File: config.mk
export PLATFORM = sky130hd
export DESIGN_NAME = bitmap_first_fit_word_allocator_flat
export DESIGN_NICKNAME = d
export VERILOG_FILES = /design/src/rtl/bffa_pkg.sv /design/src/rtl/bffa_if.sv /design/src/rtl/bffa_ram.sv /design/src/rtl/bffa_front.sv /design/src/rtl/bffa_back.sv /design/src/rtl/bitmap_first_fit_word_allocator.sv /design/src/flat_wrapper.sv
export SDC_FILE = /design/constraint.sdc
export NUM_CORES = 2
export LEC_CHECK = 0
export BUFFER_PORTS_ARGS = -buffer_cell sky130_fd_sc_hd__buf_2
export CORE_MARGIN = 4
export CORE_UTILIZATION = 40
export DETAILED_ROUTE_END_ITERATION = 12
export PLACE_DENSITY = 0.66
export SLEW_MARGIN = 20
export SYNTH_ARGS = -nofsm -noshare
export SYNTH_HDL_FRONTEND = slang
export SYNTH_SLANG_ARGS = --single-unit
File: constraint.sdc
create_clock -name clock -period 12.1 [get_ports clock]
set_input_delay 1.815 -clock clock [delete_from_list [all_inputs] [get_ports clock]]
set_output_delay 1.815 -clock clock [all_outputs]
set_load 0.05 [all_outputs]
File: src/rtl/bffa_pkg.sv
// shared types, constants and widths for the bitmap first-fit word allocator
package bffa_pkg;

   localparam int HEAP_WORDS_DEF = 1024;
   localparam int ROW_BITS       = 32;
   localparam int ROW_SHIFT      = 5;
   localparam int COUNT_W        = 11;
   localparam int INDEX_W        = 10;
   localparam int QUEUE_AW       = 1;
   localparam int QUEUE_DEPTH    = 1 << QUEUE_AW;

   localparam logic OP_ALLOC = 1'b0;
   localparam logic OP_FREE  = 1'b1;

   typedef enum logic [1:0] {
      CMD_ALLOC  = 2'd0,
      CMD_FREE   = 2'd1,
      CMD_REJECT = 2'd2
   } cmd_kind_type;

   typedef struct packed {
      cmd_kind_type         kind;
      logic [COUNT_W-1:0]   count;
      logic [INDEX_W-1:0]   index;
   } cmd_type;

   // queue head seen by the back end
   typedef struct packed {
      logic    valid;
      cmd_type cmd;
   } queue_head_type;

   // back end status seen by the front end
   typedef struct packed {
      logic clearing;
      logic take;
   } back_status_type;

endpackage

File: src/rtl/bffa_if.sv
// request and response channel interfaces
interface bffa_req_if;
   logic                         valid;
   logic                         ready;
   logic                         op;
   logic [bffa_pkg::COUNT_W-1:0] word_count;
   logic [bffa_pkg::INDEX_W-1:0] block_index;

   modport source (output valid, output op, output word_count, output block_index,
                   input ready);
   modport sink   (input valid, input op, input word_count, input block_index,
                   output ready);
endinterface

interface bffa_rsp_if;
   logic                         valid;
   logic                         ready;
   logic                         ok;
   logic [bffa_pkg::INDEX_W-1:0] start_index;

   modport source (output valid, output ok, output start_index, input ready);
   modport sink   (input valid, input ok, input start_index, output ready);
endinterface

File: src/rtl/bffa_ram.sv
// generic single-port ram with registered read
module bffa_ram #(
   parameter int WIDTH = 64,
   parameter int DEPTH = 32
) (
   input  logic                                   clock,
   input  logic                                   we,
   input  logic [((DEPTH > 1) ? $clog2(DEPTH) : 1)-1:0] addr,
   input  logic [WIDTH-1:0]                       wdata,
   output logic [WIDTH-1:0]                       rdata
);
   logic [WIDTH-1:0] mem [DEPTH];
   logic [WIDTH-1:0] rdata_ff;

   // write or read one row
   always_ff @(posedge clock) begin
      if (we) begin
         mem[addr] <= wdata;
      end
      rdata_ff <= mem[addr];
   end

   assign rdata = rdata_ff;
endmodule

File: src/rtl/bffa_front.sv
// front end: request classification and two-entry command queue
module bffa_front #(
   parameter int HEAP_WORDS = bffa_pkg::HEAP_WORDS_DEF
) (
   input  logic                       clock,
   input  logic                       reset,
   bffa_req_if.sink                   req_bus,
   input  bffa_pkg::back_status_type  status,
   output bffa_pkg::queue_head_type   head
);
   bffa_pkg::cmd_type                   q_ff [bffa_pkg::QUEUE_DEPTH];
   logic [bffa_pkg::QUEUE_AW-1:0]       wp_ff, rp_ff;
   logic [bffa_pkg::QUEUE_AW:0]         cnt_ff, cnt_in;
   bffa_pkg::cmd_type                   cls;
   logic                                push, pop;

   // classify the incoming word
   always_comb begin
      cls.count = req_bus.word_count;
      cls.index = req_bus.block_index;
      if (req_bus.op == bffa_pkg::OP_ALLOC) begin
         if (req_bus.word_count == '0 || 32'(req_bus.word_count) > HEAP_WORDS) begin
            cls.kind  = bffa_pkg::CMD_REJECT;
            cls.index = '0;
         end else begin
            cls.kind = bffa_pkg::CMD_ALLOC;
         end
      end else begin
         if (32'(req_bus.block_index) >= HEAP_WORDS) begin
            cls.kind = bffa_pkg::CMD_REJECT;
         end else begin
            cls.kind = bffa_pkg::CMD_FREE;
         end
      end
   end

   assign req_bus.ready = (cnt_ff != (bffa_pkg::QUEUE_AW+1)'(bffa_pkg::QUEUE_DEPTH))
                          && !status.clearing;
   assign push   = req_bus.valid && req_bus.ready;
   assign pop    = status.take;

   always_comb begin
      cnt_in = cnt_ff;
      if (push && !pop) begin
         cnt_in = cnt_ff + 1'b1;
      end else if (pop && !push) begin
         cnt_in = cnt_ff - 1'b1;
      end
   end

   // queue pointers and occupancy
   always_ff @(posedge clock) begin
      if (reset) begin
         wp_ff  <= '0;
         rp_ff  <= '0;
         cnt_ff <= '0;
      end else begin
         if (push) begin
            wp_ff <= wp_ff + 1'b1;
         end
         if (pop) begin
            rp_ff <= rp_ff + 1'b1;
         end
         cnt_ff <= cnt_in;
      end
   end

   // queue storage
   always_ff @(posedge clock) begin
      if (push) begin
         q_ff[wp_ff] <= cls;
      end
   end

   assign head.valid = (cnt_ff != '0);
   assign head.cmd   = q_ff[rp_ff];
endmodule

File: src/rtl/bffa_back.sv
// back end: map clearing, first-fit scan, block marking and freeing
module bffa_back #(
   parameter int HEAP_WORDS = bffa_pkg::HEAP_WORDS_DEF
) (
   input  logic                       clock,
   input  logic                       reset,
   input  bffa_pkg::queue_head_type   head,
   output bffa_pkg::back_status_type  status,
   bffa_rsp_if.source                 rsp_bus
);
   localparam int RB   = bffa_pkg::ROW_BITS;
   localparam int RS   = bffa_pkg::ROW_SHIFT;
   localparam int ROWS = (HEAP_WORDS + RB - 1) / RB;
   localparam int RAW  = (ROWS > 1) ? $clog2(ROWS) : 1;
   localparam int PW   = RAW + RS;
   localparam int RW   = PW + 1;
   localparam int CMW  = (RW > bffa_pkg::COUNT_W) ? RW : bffa_pkg::COUNT_W;
   localparam logic [RAW-1:0] LAST_ROW = RAW'(ROWS - 1);

   typedef enum logic [6:0] {
      ST_CLEAR   = 7'b0000001,
      ST_IDLE    = 7'b0000010,
      ST_SCAN    = 7'b0000100,
      ST_MARK_RD = 7'b0001000,
      ST_MARK_WR = 7'b0010000,
      ST_FREE_RD = 7'b0100000,
      ST_FREE_WR = 7'b1000000
   } state_type;

   state_type                      state_ff;
   logic [RAW-1:0]                 row_ff, ev_row_ff;
   logic                           rd_vld_ff;
   logic [RW-1:0]                  run_ff;
   logic [bffa_pkg::COUNT_W-1:0]   count_ff;
   logic [bffa_pkg::INDEX_W-1:0]   index_ff;
   logic [RS-1:0]                  lo_ff;
   logic [PW-1:0]                  start_ff, end_ff;
   logic                           rsp_valid_ff, rsp_ok_ff;
   logic [bffa_pkg::INDEX_W-1:0]   rsp_idx_ff;

   logic                           ram_we;
   logic [2*RB-1:0]                ram_wdata, ram_rdata;
   logic [RB-1:0]                  rd_used, rd_end;
   logic                           take;

   // scan results
   logic [RB-1:0]                  u, hitv;
   logic [RW-1:0]                  run_last;
   logic                           hit_any;
   logic [RS-1:0]                  hb;
   logic [PW-1:0]                  hit_pos, hit_start;
   logic [CMW-1:0]                 sp;
   // mark and free results
   logic [RB-1:0]                  mk_used, mk_end, fr_mask;
   logic                           fr_hit;

   assign rd_used = ram_rdata[RB-1:0];
   assign rd_end  = ram_rdata[2*RB-1:RB];

   bffa_ram #(.WIDTH(2*RB), .DEPTH(ROWS)) u_map (
      .clock (clock),
      .we    (ram_we),
      .addr  (row_ff),
      .wdata (ram_wdata),
      .rdata (ram_rdata)
   );

   // free-run search over one map row
   always_comb begin
      logic          has;
      logic [RS-1:0] k;
      logic [RW-1:0] runb;
      logic [PW-1:0] pos;
      run_last = '0;
      for (int b = 0; b < RB; b++) begin
         pos  = {ev_row_ff, RS'(b)};
         u[b] = rd_used[b] || ((PW+1)'(pos) >= (PW+1)'(HEAP_WORDS));
      end
      for (int b = 0; b < RB; b++) begin
         has = 1'b0;
         k   = '0;
         for (int j = 0; j <= b; j++) begin
            if (u[j]) begin
               has = 1'b1;
               k   = RS'(j);
            end
         end
         if (u[b]) begin
            runb = '0;
         end else if (has) begin
            runb = RW'(b) - RW'(k);
         end else begin
            runb = run_ff + RW'(b + 1);
         end
         hitv[b] = !u[b] && (CMW'(runb) >= CMW'(count_ff));
         if (b == RB - 1) begin
            run_last = runb;
         end
      end
      hit_any = |hitv;
      hb      = '0;
      for (int b = RB - 1; b >= 0; b--) begin
         if (hitv[b]) begin
            hb = RS'(b);
         end
      end
      hit_pos   = {ev_row_ff, hb};
      sp        = CMW'(hit_pos) + CMW'(1) - CMW'(count_ff);
      hit_start = sp[PW-1:0];
   end

   // new row contents for marking a block
   always_comb begin
      logic [PW-1:0] pos;
      logic          in_blk;
      for (int b = 0; b < RB; b++) begin
         pos        = {row_ff, RS'(b)};
         in_blk     = (pos >= start_ff) && (pos <= end_ff);
         mk_used[b] = rd_used[b] || in_blk;
         mk_end[b]  = in_blk ? (pos == end_ff) : rd_end[b];
      end
   end

   // words cleared by a free within one row
   always_comb begin
      logic seen;
      for (int b = 0; b < RB; b++) begin
         seen = 1'b0;
         for (int j = 0; j < b; j++) begin
            if (rd_end[j] && (RS'(j) >= lo_ff)) begin
               seen = 1'b1;
            end
         end
         fr_mask[b] = (RS'(b) >= lo_ff) && !seen;
      end
      fr_hit = |(rd_end & fr_mask);
   end

   // memory write port
   always_comb begin
      ram_we    = 1'b0;
      ram_wdata = '0;
      unique case (state_ff)
         ST_CLEAR: begin
            ram_we = 1'b1;
         end
         ST_MARK_WR: begin
            ram_we    = 1'b1;
            ram_wdata = {mk_end, mk_used};
         end
         ST_FREE_WR: begin
            ram_we    = 1'b1;
            ram_wdata = {rd_end & ~fr_mask, rd_used & ~fr_mask};
         end
         default: begin
            ram_we = 1'b0;
         end
      endcase
   end

   assign take            = (state_ff == ST_IDLE) && head.valid && !rsp_valid_ff;
   assign status.take     = take;
   assign status.clearing = (state_ff == ST_CLEAR);

   // sequencer
   always_ff @(posedge clock) begin
      if (reset) begin
         state_ff     <= ST_CLEAR;
         row_ff       <= '0;
         rd_vld_ff    <= 1'b0;
         rsp_valid_ff <= 1'b0;
      end else begin
         if (rsp_valid_ff && rsp_bus.ready) begin
            rsp_valid_ff <= 1'b0;
         end
         unique case (state_ff)
            ST_CLEAR: begin
               if (row_ff == LAST_ROW) begin
                  row_ff   <= '0;
                  state_ff <= ST_IDLE;
               end else begin
                  row_ff <= row_ff + 1'b1;
               end
            end
            ST_IDLE: begin
               if (take) begin
                  case (head.cmd.kind)
                     bffa_pkg::CMD_ALLOC: begin
                        count_ff  <= head.cmd.count;
                        row_ff    <= '0;
                        run_ff    <= '0;
                        rd_vld_ff <= 1'b0;
                        state_ff  <= ST_SCAN;
                     end
                     bffa_pkg::CMD_FREE: begin
                        index_ff <= head.cmd.index;
                        row_ff   <= RAW'(head.cmd.index >> RS);
                        lo_ff    <= head.cmd.index[RS-1:0];
                        state_ff <= ST_FREE_RD;
                     end
                     default: begin
                        rsp_valid_ff <= 1'b1;
                        rsp_ok_ff    <= 1'b0;
                        rsp_idx_ff   <= head.cmd.index;
                     end
                  endcase
               end
            end
            ST_SCAN: begin
               if (row_ff != LAST_ROW) begin
                  row_ff <= row_ff + 1'b1;
               end
               ev_row_ff <= row_ff;
               rd_vld_ff <= 1'b1;
               if (rd_vld_ff) begin
                  if (hit_any) begin
                     start_ff <= hit_start;
                     end_ff   <= hit_pos;
                     row_ff   <= hit_start[PW-1:RS];
                     state_ff <= ST_MARK_RD;
                  end else begin
                     run_ff <= run_last;
                     if (ev_row_ff == LAST_ROW) begin
                        rsp_valid_ff <= 1'b1;
                        rsp_ok_ff    <= 1'b0;
                        rsp_idx_ff   <= '0;
                        state_ff     <= ST_IDLE;
                     end
                  end
               end
            end
            ST_MARK_RD: begin
               state_ff <= ST_MARK_WR;
            end
            ST_MARK_WR: begin
               if (row_ff == end_ff[PW-1:RS]) begin
                  rsp_valid_ff <= 1'b1;
                  rsp_ok_ff    <= 1'b1;
                  rsp_idx_ff   <= bffa_pkg::INDEX_W'(start_ff);
                  state_ff     <= ST_IDLE;
               end else begin
                  row_ff   <= row_ff + 1'b1;
                  state_ff <= ST_MARK_RD;
               end
            end
            ST_FREE_RD: begin
               state_ff <= ST_FREE_WR;
            end
            ST_FREE_WR: begin
               lo_ff <= '0;
               if (fr_hit || row_ff == LAST_ROW) begin
                  rsp_valid_ff <= 1'b1;
                  rsp_ok_ff    <= 1'b1;
                  rsp_idx_ff   <= index_ff;
                  state_ff     <= ST_IDLE;
               end else begin
                  row_ff   <= row_ff + 1'b1;
                  state_ff <= ST_FREE_RD;
               end
            end
            default: begin
               state_ff <= ST_CLEAR;
            end
         endcase
      end
   end

   assign rsp_bus.valid       = rsp_valid_ff;
   assign rsp_bus.ok          = rsp_ok_ff;
   assign rsp_bus.start_index = rsp_idx_ff;
endmodule

File: src/rtl/bitmap_first_fit_word_allocator.sv
// Top level of the bitmap first-fit word allocator.
// Allocate: one 32-word map row per cycle over up to R = ceil(HEAP_WORDS/32) rows,
// then a read and a write-back of each map row touched by the new block.
// Free: a read-modify-write of each map row touched, through the single map port.
// Rejected requests skip the map; a two-entry queue takes words while one is busy.
// After reset both maps are cleared row by row, during which req_bus.ready stays low.
module bitmap_first_fit_word_allocator #(
   parameter int HEAP_WORDS = bffa_pkg::HEAP_WORDS_DEF
) (
   input  logic        clock,
   input  logic        reset,
   bffa_req_if.sink    req_bus,
   bffa_rsp_if.source  rsp_bus
);
   bffa_pkg::queue_head_type  head;
   bffa_pkg::back_status_type status;

   bffa_front #(.HEAP_WORDS(HEAP_WORDS)) u_front (
      .clock   (clock),
      .reset   (reset),
      .req_bus (req_bus),
      .status  (status),
      .head    (head)
   );

   bffa_back #(.HEAP_WORDS(HEAP_WORDS)) u_back (
      .clock   (clock),
      .reset   (reset),
      .head    (head),
      .status  (status),
      .rsp_bus (rsp_bus)
   );
endmodule

File: src/flat_wrapper.sv
// flat-port wrapper written by rule: the top's interface ports become plain ports
module bitmap_first_fit_word_allocator_flat 
#(
   parameter int HEAP_WORDS = bffa_pkg::HEAP_WORDS_DEF
)
  (clock, reset, req_bus_valid, req_bus_op, req_bus_word_count, req_bus_block_index, req_bus_ready, rsp_bus_valid, rsp_bus_ok, rsp_bus_start_index, rsp_bus_ready);
  bffa_req_if req_bus_i ();
  bffa_rsp_if rsp_bus_i ();
  input  logic clock;
  input  logic reset;
  input wire logic [$bits(req_bus_i.valid)-1:0] req_bus_valid;
  input wire logic [$bits(req_bus_i.op)-1:0] req_bus_op;
  input wire logic [$bits(req_bus_i.word_count)-1:0] req_bus_word_count;
  input wire logic [$bits(req_bus_i.block_index)-1:0] req_bus_block_index;
  output wire logic [$bits(req_bus_i.ready)-1:0] req_bus_ready;
  output wire logic [$bits(rsp_bus_i.valid)-1:0] rsp_bus_valid;
  output wire logic [$bits(rsp_bus_i.ok)-1:0] rsp_bus_ok;
  output wire logic [$bits(rsp_bus_i.start_index)-1:0] rsp_bus_start_index;
  input wire logic [$bits(rsp_bus_i.ready)-1:0] rsp_bus_ready;
  assign req_bus_i.valid = req_bus_valid;
  assign req_bus_i.op = req_bus_op;
  assign req_bus_i.word_count = req_bus_word_count;
  assign req_bus_i.block_index = req_bus_block_index;
  assign req_bus_ready = req_bus_i.ready;
  assign rsp_bus_valid = rsp_bus_i.valid;
  assign rsp_bus_ok = rsp_bus_i.ok;
  assign rsp_bus_start_index = rsp_bus_i.start_index;
  assign rsp_bus_i.ready = rsp_bus_ready;
  bitmap_first_fit_word_allocator #(.HEAP_WORDS(HEAP_WORDS)) u_core (.clock(clock), .reset(reset), .req_bus(req_bus_i), .rsp_bus(rsp_bus_i));
endmodule
==> results.json <==
{
  "ys.flop_type": "edfxtp_1",
  "syn-num-nets": 6995,
  "startpoint": "u_core.u_back.u_map.rdata[18]",
  "worstMarginPinSlew_ns": 1.27,
  "min_path_type": "register to register",
  "peakVddDrop_mv": 0.132,
  "syn_inst": 6531,
  "vias": 64700,
  "design.core.area_sq_um": 255000,
  "netlist_area_sq_um": 102000,
  "ys_ff_latch": 2250,
  "antenna_left": 0,
  "cts_sinks": 2250,
  "timing.rr.start": "u_core.u_back.u_map.rdata[18]",
  "start_kind": "register",
  "ctsResizeCount": 0,
  "cts-buffers-inserted": 220,
  "ios": 39,
  "antenna_found_initial": 11,
  "clockPowerShare_pct": 33.8,
  "cpMaxStageDelayCell": "dfxtp_1",
  "worst_setup_path_end_kind": "register",
  "clkLatencyLatePin_ns": 0.92,
  "die_x_um": 514,
  "min_from": "u_core.u_back.ev_row_ff[2]",
  "slowest_delay_ns": 0.69,
  "slew_violations": 0,
  "yosysSeqAreaShare_pct": 65.1,
  "dieArea_sq_um": 264000,
  "placedInstanceArea_sq_um": 108000,
  "clkSlewWorstSetupHoldPaths_ns": 0.06,
  "wl_per_cell_um": 32.4,
  "initial_core_util_pct": 40.2,
  "power_mw": 20.8,
  "required_ns": 12.88,
  "drive_gt1_share_pct": 18.9,
  "yosys.area.top_type": "edfxtp_1",
  "met2_length_um": 152000,
  "synthDistinctLibCells": 104,
  "synthTopCellsByArea": "edfxtp_1 (64%), mux4_2 (11%), ha_1 (5.3%)",
  "setup-violations-final": 0,
  "crit_top_cell": "a21oi_1",
  "fill_cells": 21800,
  "cts_setup_buffers": 0,
  "dr.pass1.iters": 6,
  "power_frac_comb_pct": 21.7,
  "hold_viol_final": 0,
  "fin_nets": 7116,
  "slew_headroom_pct": 14.7,
  "status": "complete, no violations",
  "first_global_vias": 62200,
  "max_cap_viol_count": 0,
  "fin_crit_ns": 8.70,
  "vias_per_cell": 6.33,
  "numPortBuffers": 38,
  "timing.final.ws_setup_ns": 3.40,
  "power_leakage_nw": 34.3,
  "wl_met3_um": 32400,
  "dp_cells": 9786,
  "max_freq_ghz": 0.115,
  "grtUsageTotal_pct": 24.5,
  "p_per_area_nw_per_um2": 180,
  "p_sw_mw": 6.26,
  "crit_type": "register to register",
  "cts_buffer_depth": 3,
  "area_growth_pct": 12.9,
  "fin_crit_sh_pct": 71.9,
  "dpl_worst_slack_ns": 3.67,
  "cts_max_level": 4,
  "post-route-util_pct": 45.4,
  "ys_async_sr_fraction_pct": 0,
  "fin_tns_setup_ns": 0,
  "synth_area_per_cell_sq_um": 15.7,
  "dpl.hpwl_um": 197000,
  "multi_input_area_sq_um": 34700,
  "cp_max_fo": 17,
  "seq_area_sq_um": 66700,
  "rsz0062_at_grt": "no",
  "first_iter_violations": 9222,
  "rrSetupSlack_ns": 3.40,
  "routabilityCongestion": 1.06,
  "power.internal_mw": 14.5,
  "cp.arrival_ns": 9.48,
  "wl_met1_um": 132000,
  "finalClockSkew_ns": 0.134,
  "grt_pass1_wl_um": 468000,
  "rows": 185,
  "grt_max_degree": 143,
  "cts_tree": "built",
  "final_cell_area_sq_um": 116000,
  "power_frac_seq_pct": 44.5,
  "drc": 0,
  "ctsRootBufferMaster": "clkbuf_16",
  "holdWs_ns": 0.503,
  "die_h_um": 514,
  "layout.cells.non_filler": 10200,
  "yosys_warnings": 0,
  "top_layer": "met5",
  "swShare_pct": 30.1,
  "hold_buffers": 0,
  "routed_wl_um": 331000,
  "grt-ovfl-total": 0,
  "synth_edf_count": 2167,
  "synth_top_area_share_pct": 63.5
}
## registers in the layout (all words and copies together) (netlist names), 5 cells and up, named ones only
| name | count |
|---|---|
| u_core.u_back.lo_ff | 5 |
| u_core.u_back.ev_row_ff | 5 |
| u_core.u_back.index_ff | 10 |
| u_core.u_back.row_ff | 5 |
| u_core.u_back.end_ff | 10 |
| u_core.u_back.start_ff | 10 |
| u_core.u_front.q_ff | 46 |
| u_core.u_back.count_ff | 11 |
| u_core.u_back.u_map.rdata | 64 |
| u_core.u_back.state_ff | 7 |
| u_core.u_back.rsp_bus.start_index | 10 |
| u_core.u_back.run_ff | 11 |
| u_core.u_back.u_map.mem | 2048 |
## cells by family after synthesis
group	Yosys count	synth area share, %
AND/OR/NAND/NOR	1317	6.18
buffers and inverters	478	1.78
XOR/XNOR	225	1.92
multiplexers	542	11.6
flip-flops	2250	65.1
adder cells (fa/ha/maj)	438	5.36
AO/OA/AOI/OAI	1281	8.08
## cells in the final DEF (no fill, tap or decap), types with 16 or more instances in the layout
cell type,netlist,layout
nand3_1,74,74
and3_1,26,21
o31ai_1,35,21
or2_2,24,24
mux4_2,512,512
or3_1,45,45
bufinv_16,0,24
edfxtp_1,2167,2167
and2_1,18,18
a211o_1,17,17
buf_4,0,194
nor4_1,19,19
clkbuf_16,0,220
a21oi_1,374,371
nand2b_1,36,36
xor2_1,93,92
a21o_1,43,43
nor2b_1,75,75
clkinv_2,0,44
nand4_1,99,99
o21a_1,32,32
buf_2,17,38
dfxtp_1,83,81
inv_1,117,117
o22ai_1,22,22
o21ai_0,216,211
clkinv_1,4,44
a211oi_1,50,49
ha_1,437,436
a22oi_1,272,272
clkbuf_1,261,39
nor3_1,92,86
nor2_4,2,37
a31oi_1,53,53
nand2_1,274,268
o211ai_1,16,16
nor2_1,483,445
xnor2_1,132,132
## worst max-delay path: cells and delay by family, from the launching register on
kind | cells | cell delay (ns)
fa+ha+maj | 4 | 1.01
buf+inv | 4 | 0.34
flops | 1 | 0.69
simple gates | 7 | 2.67
compound gates | 18 | 3.66
xor+xnor | 1 | 0.16
## final timing paths
check                            end  cells after the start
min          u_core.u_back.end_ff[7]                      0
max          u_core.u_back.row_ff[4]                     34
min reg2reg  u_core.u_back.end_ff[7]                      0
max reg2reg  u_core.u_back.row_ff[4]                     34
## final cells by class
| type | count | area share [%] |
|---|---|---|
| multi-input combinational | 3803 | 30.0 |
| tap | 3366 | 3.64 |
| antenna | 6 | 0.0130 |
| clock buffer | 271 | 5.03 |
| inverter | 126 | 0.409 |
| clock inverter | 149 | 1.52 |
| timing repair buffer | 251 | 1.69 |
| sequential | 2250 | 57.7 |
## metal layers
| metal | global-route usage, % | vias up |
|---|---|---|
| met2 | 38.2 | 3944 |
| met5 | 0 | - |
| met3 | 4.16 | 717 |
| met4 | 9.79 | 4 |
| li1 | - | 26400 |
| met1 | 34.3 | 33600 |
## power by group through the flow
stage                     sequential (mW)  combinational (mW)  clock [mW]
after floorplan                      9.12                3.10           0
after global placement               9.37                4.39           0
after detailed placement             9.39                4.41           0
after CTS                            9.23                4.43        7.12
after global routing                 9.25                4.86        7.45
final                                9.24                4.50        7.03
## cell usage after synthesis (18+ instances only)
master,n
xnor2_1,132
clkbuf_1,261
edfxtp_1,2167
nand3_1,74
a22oi_1,272
and3_1,26
inv_1,117
nor3_1,92
nor2b_1,75
o31ai_1,35
a31oi_1,53
a21oi_1,374
dfxtp_1,83
o21ai_0,216
a211oi_1,50
o22ai_1,22
mux4_2,512
nand4_1,99
or3_1,45
nor4_1,19
xor2_1,93
nand2_1,274
and2_1,18
a21o_1,43
or2_2,24
nor2_1,483
buf_1,73
nand2b_1,36
o21a_1,32
ha_1,437
Note: power is estimated with default switching activity, not from simulation.
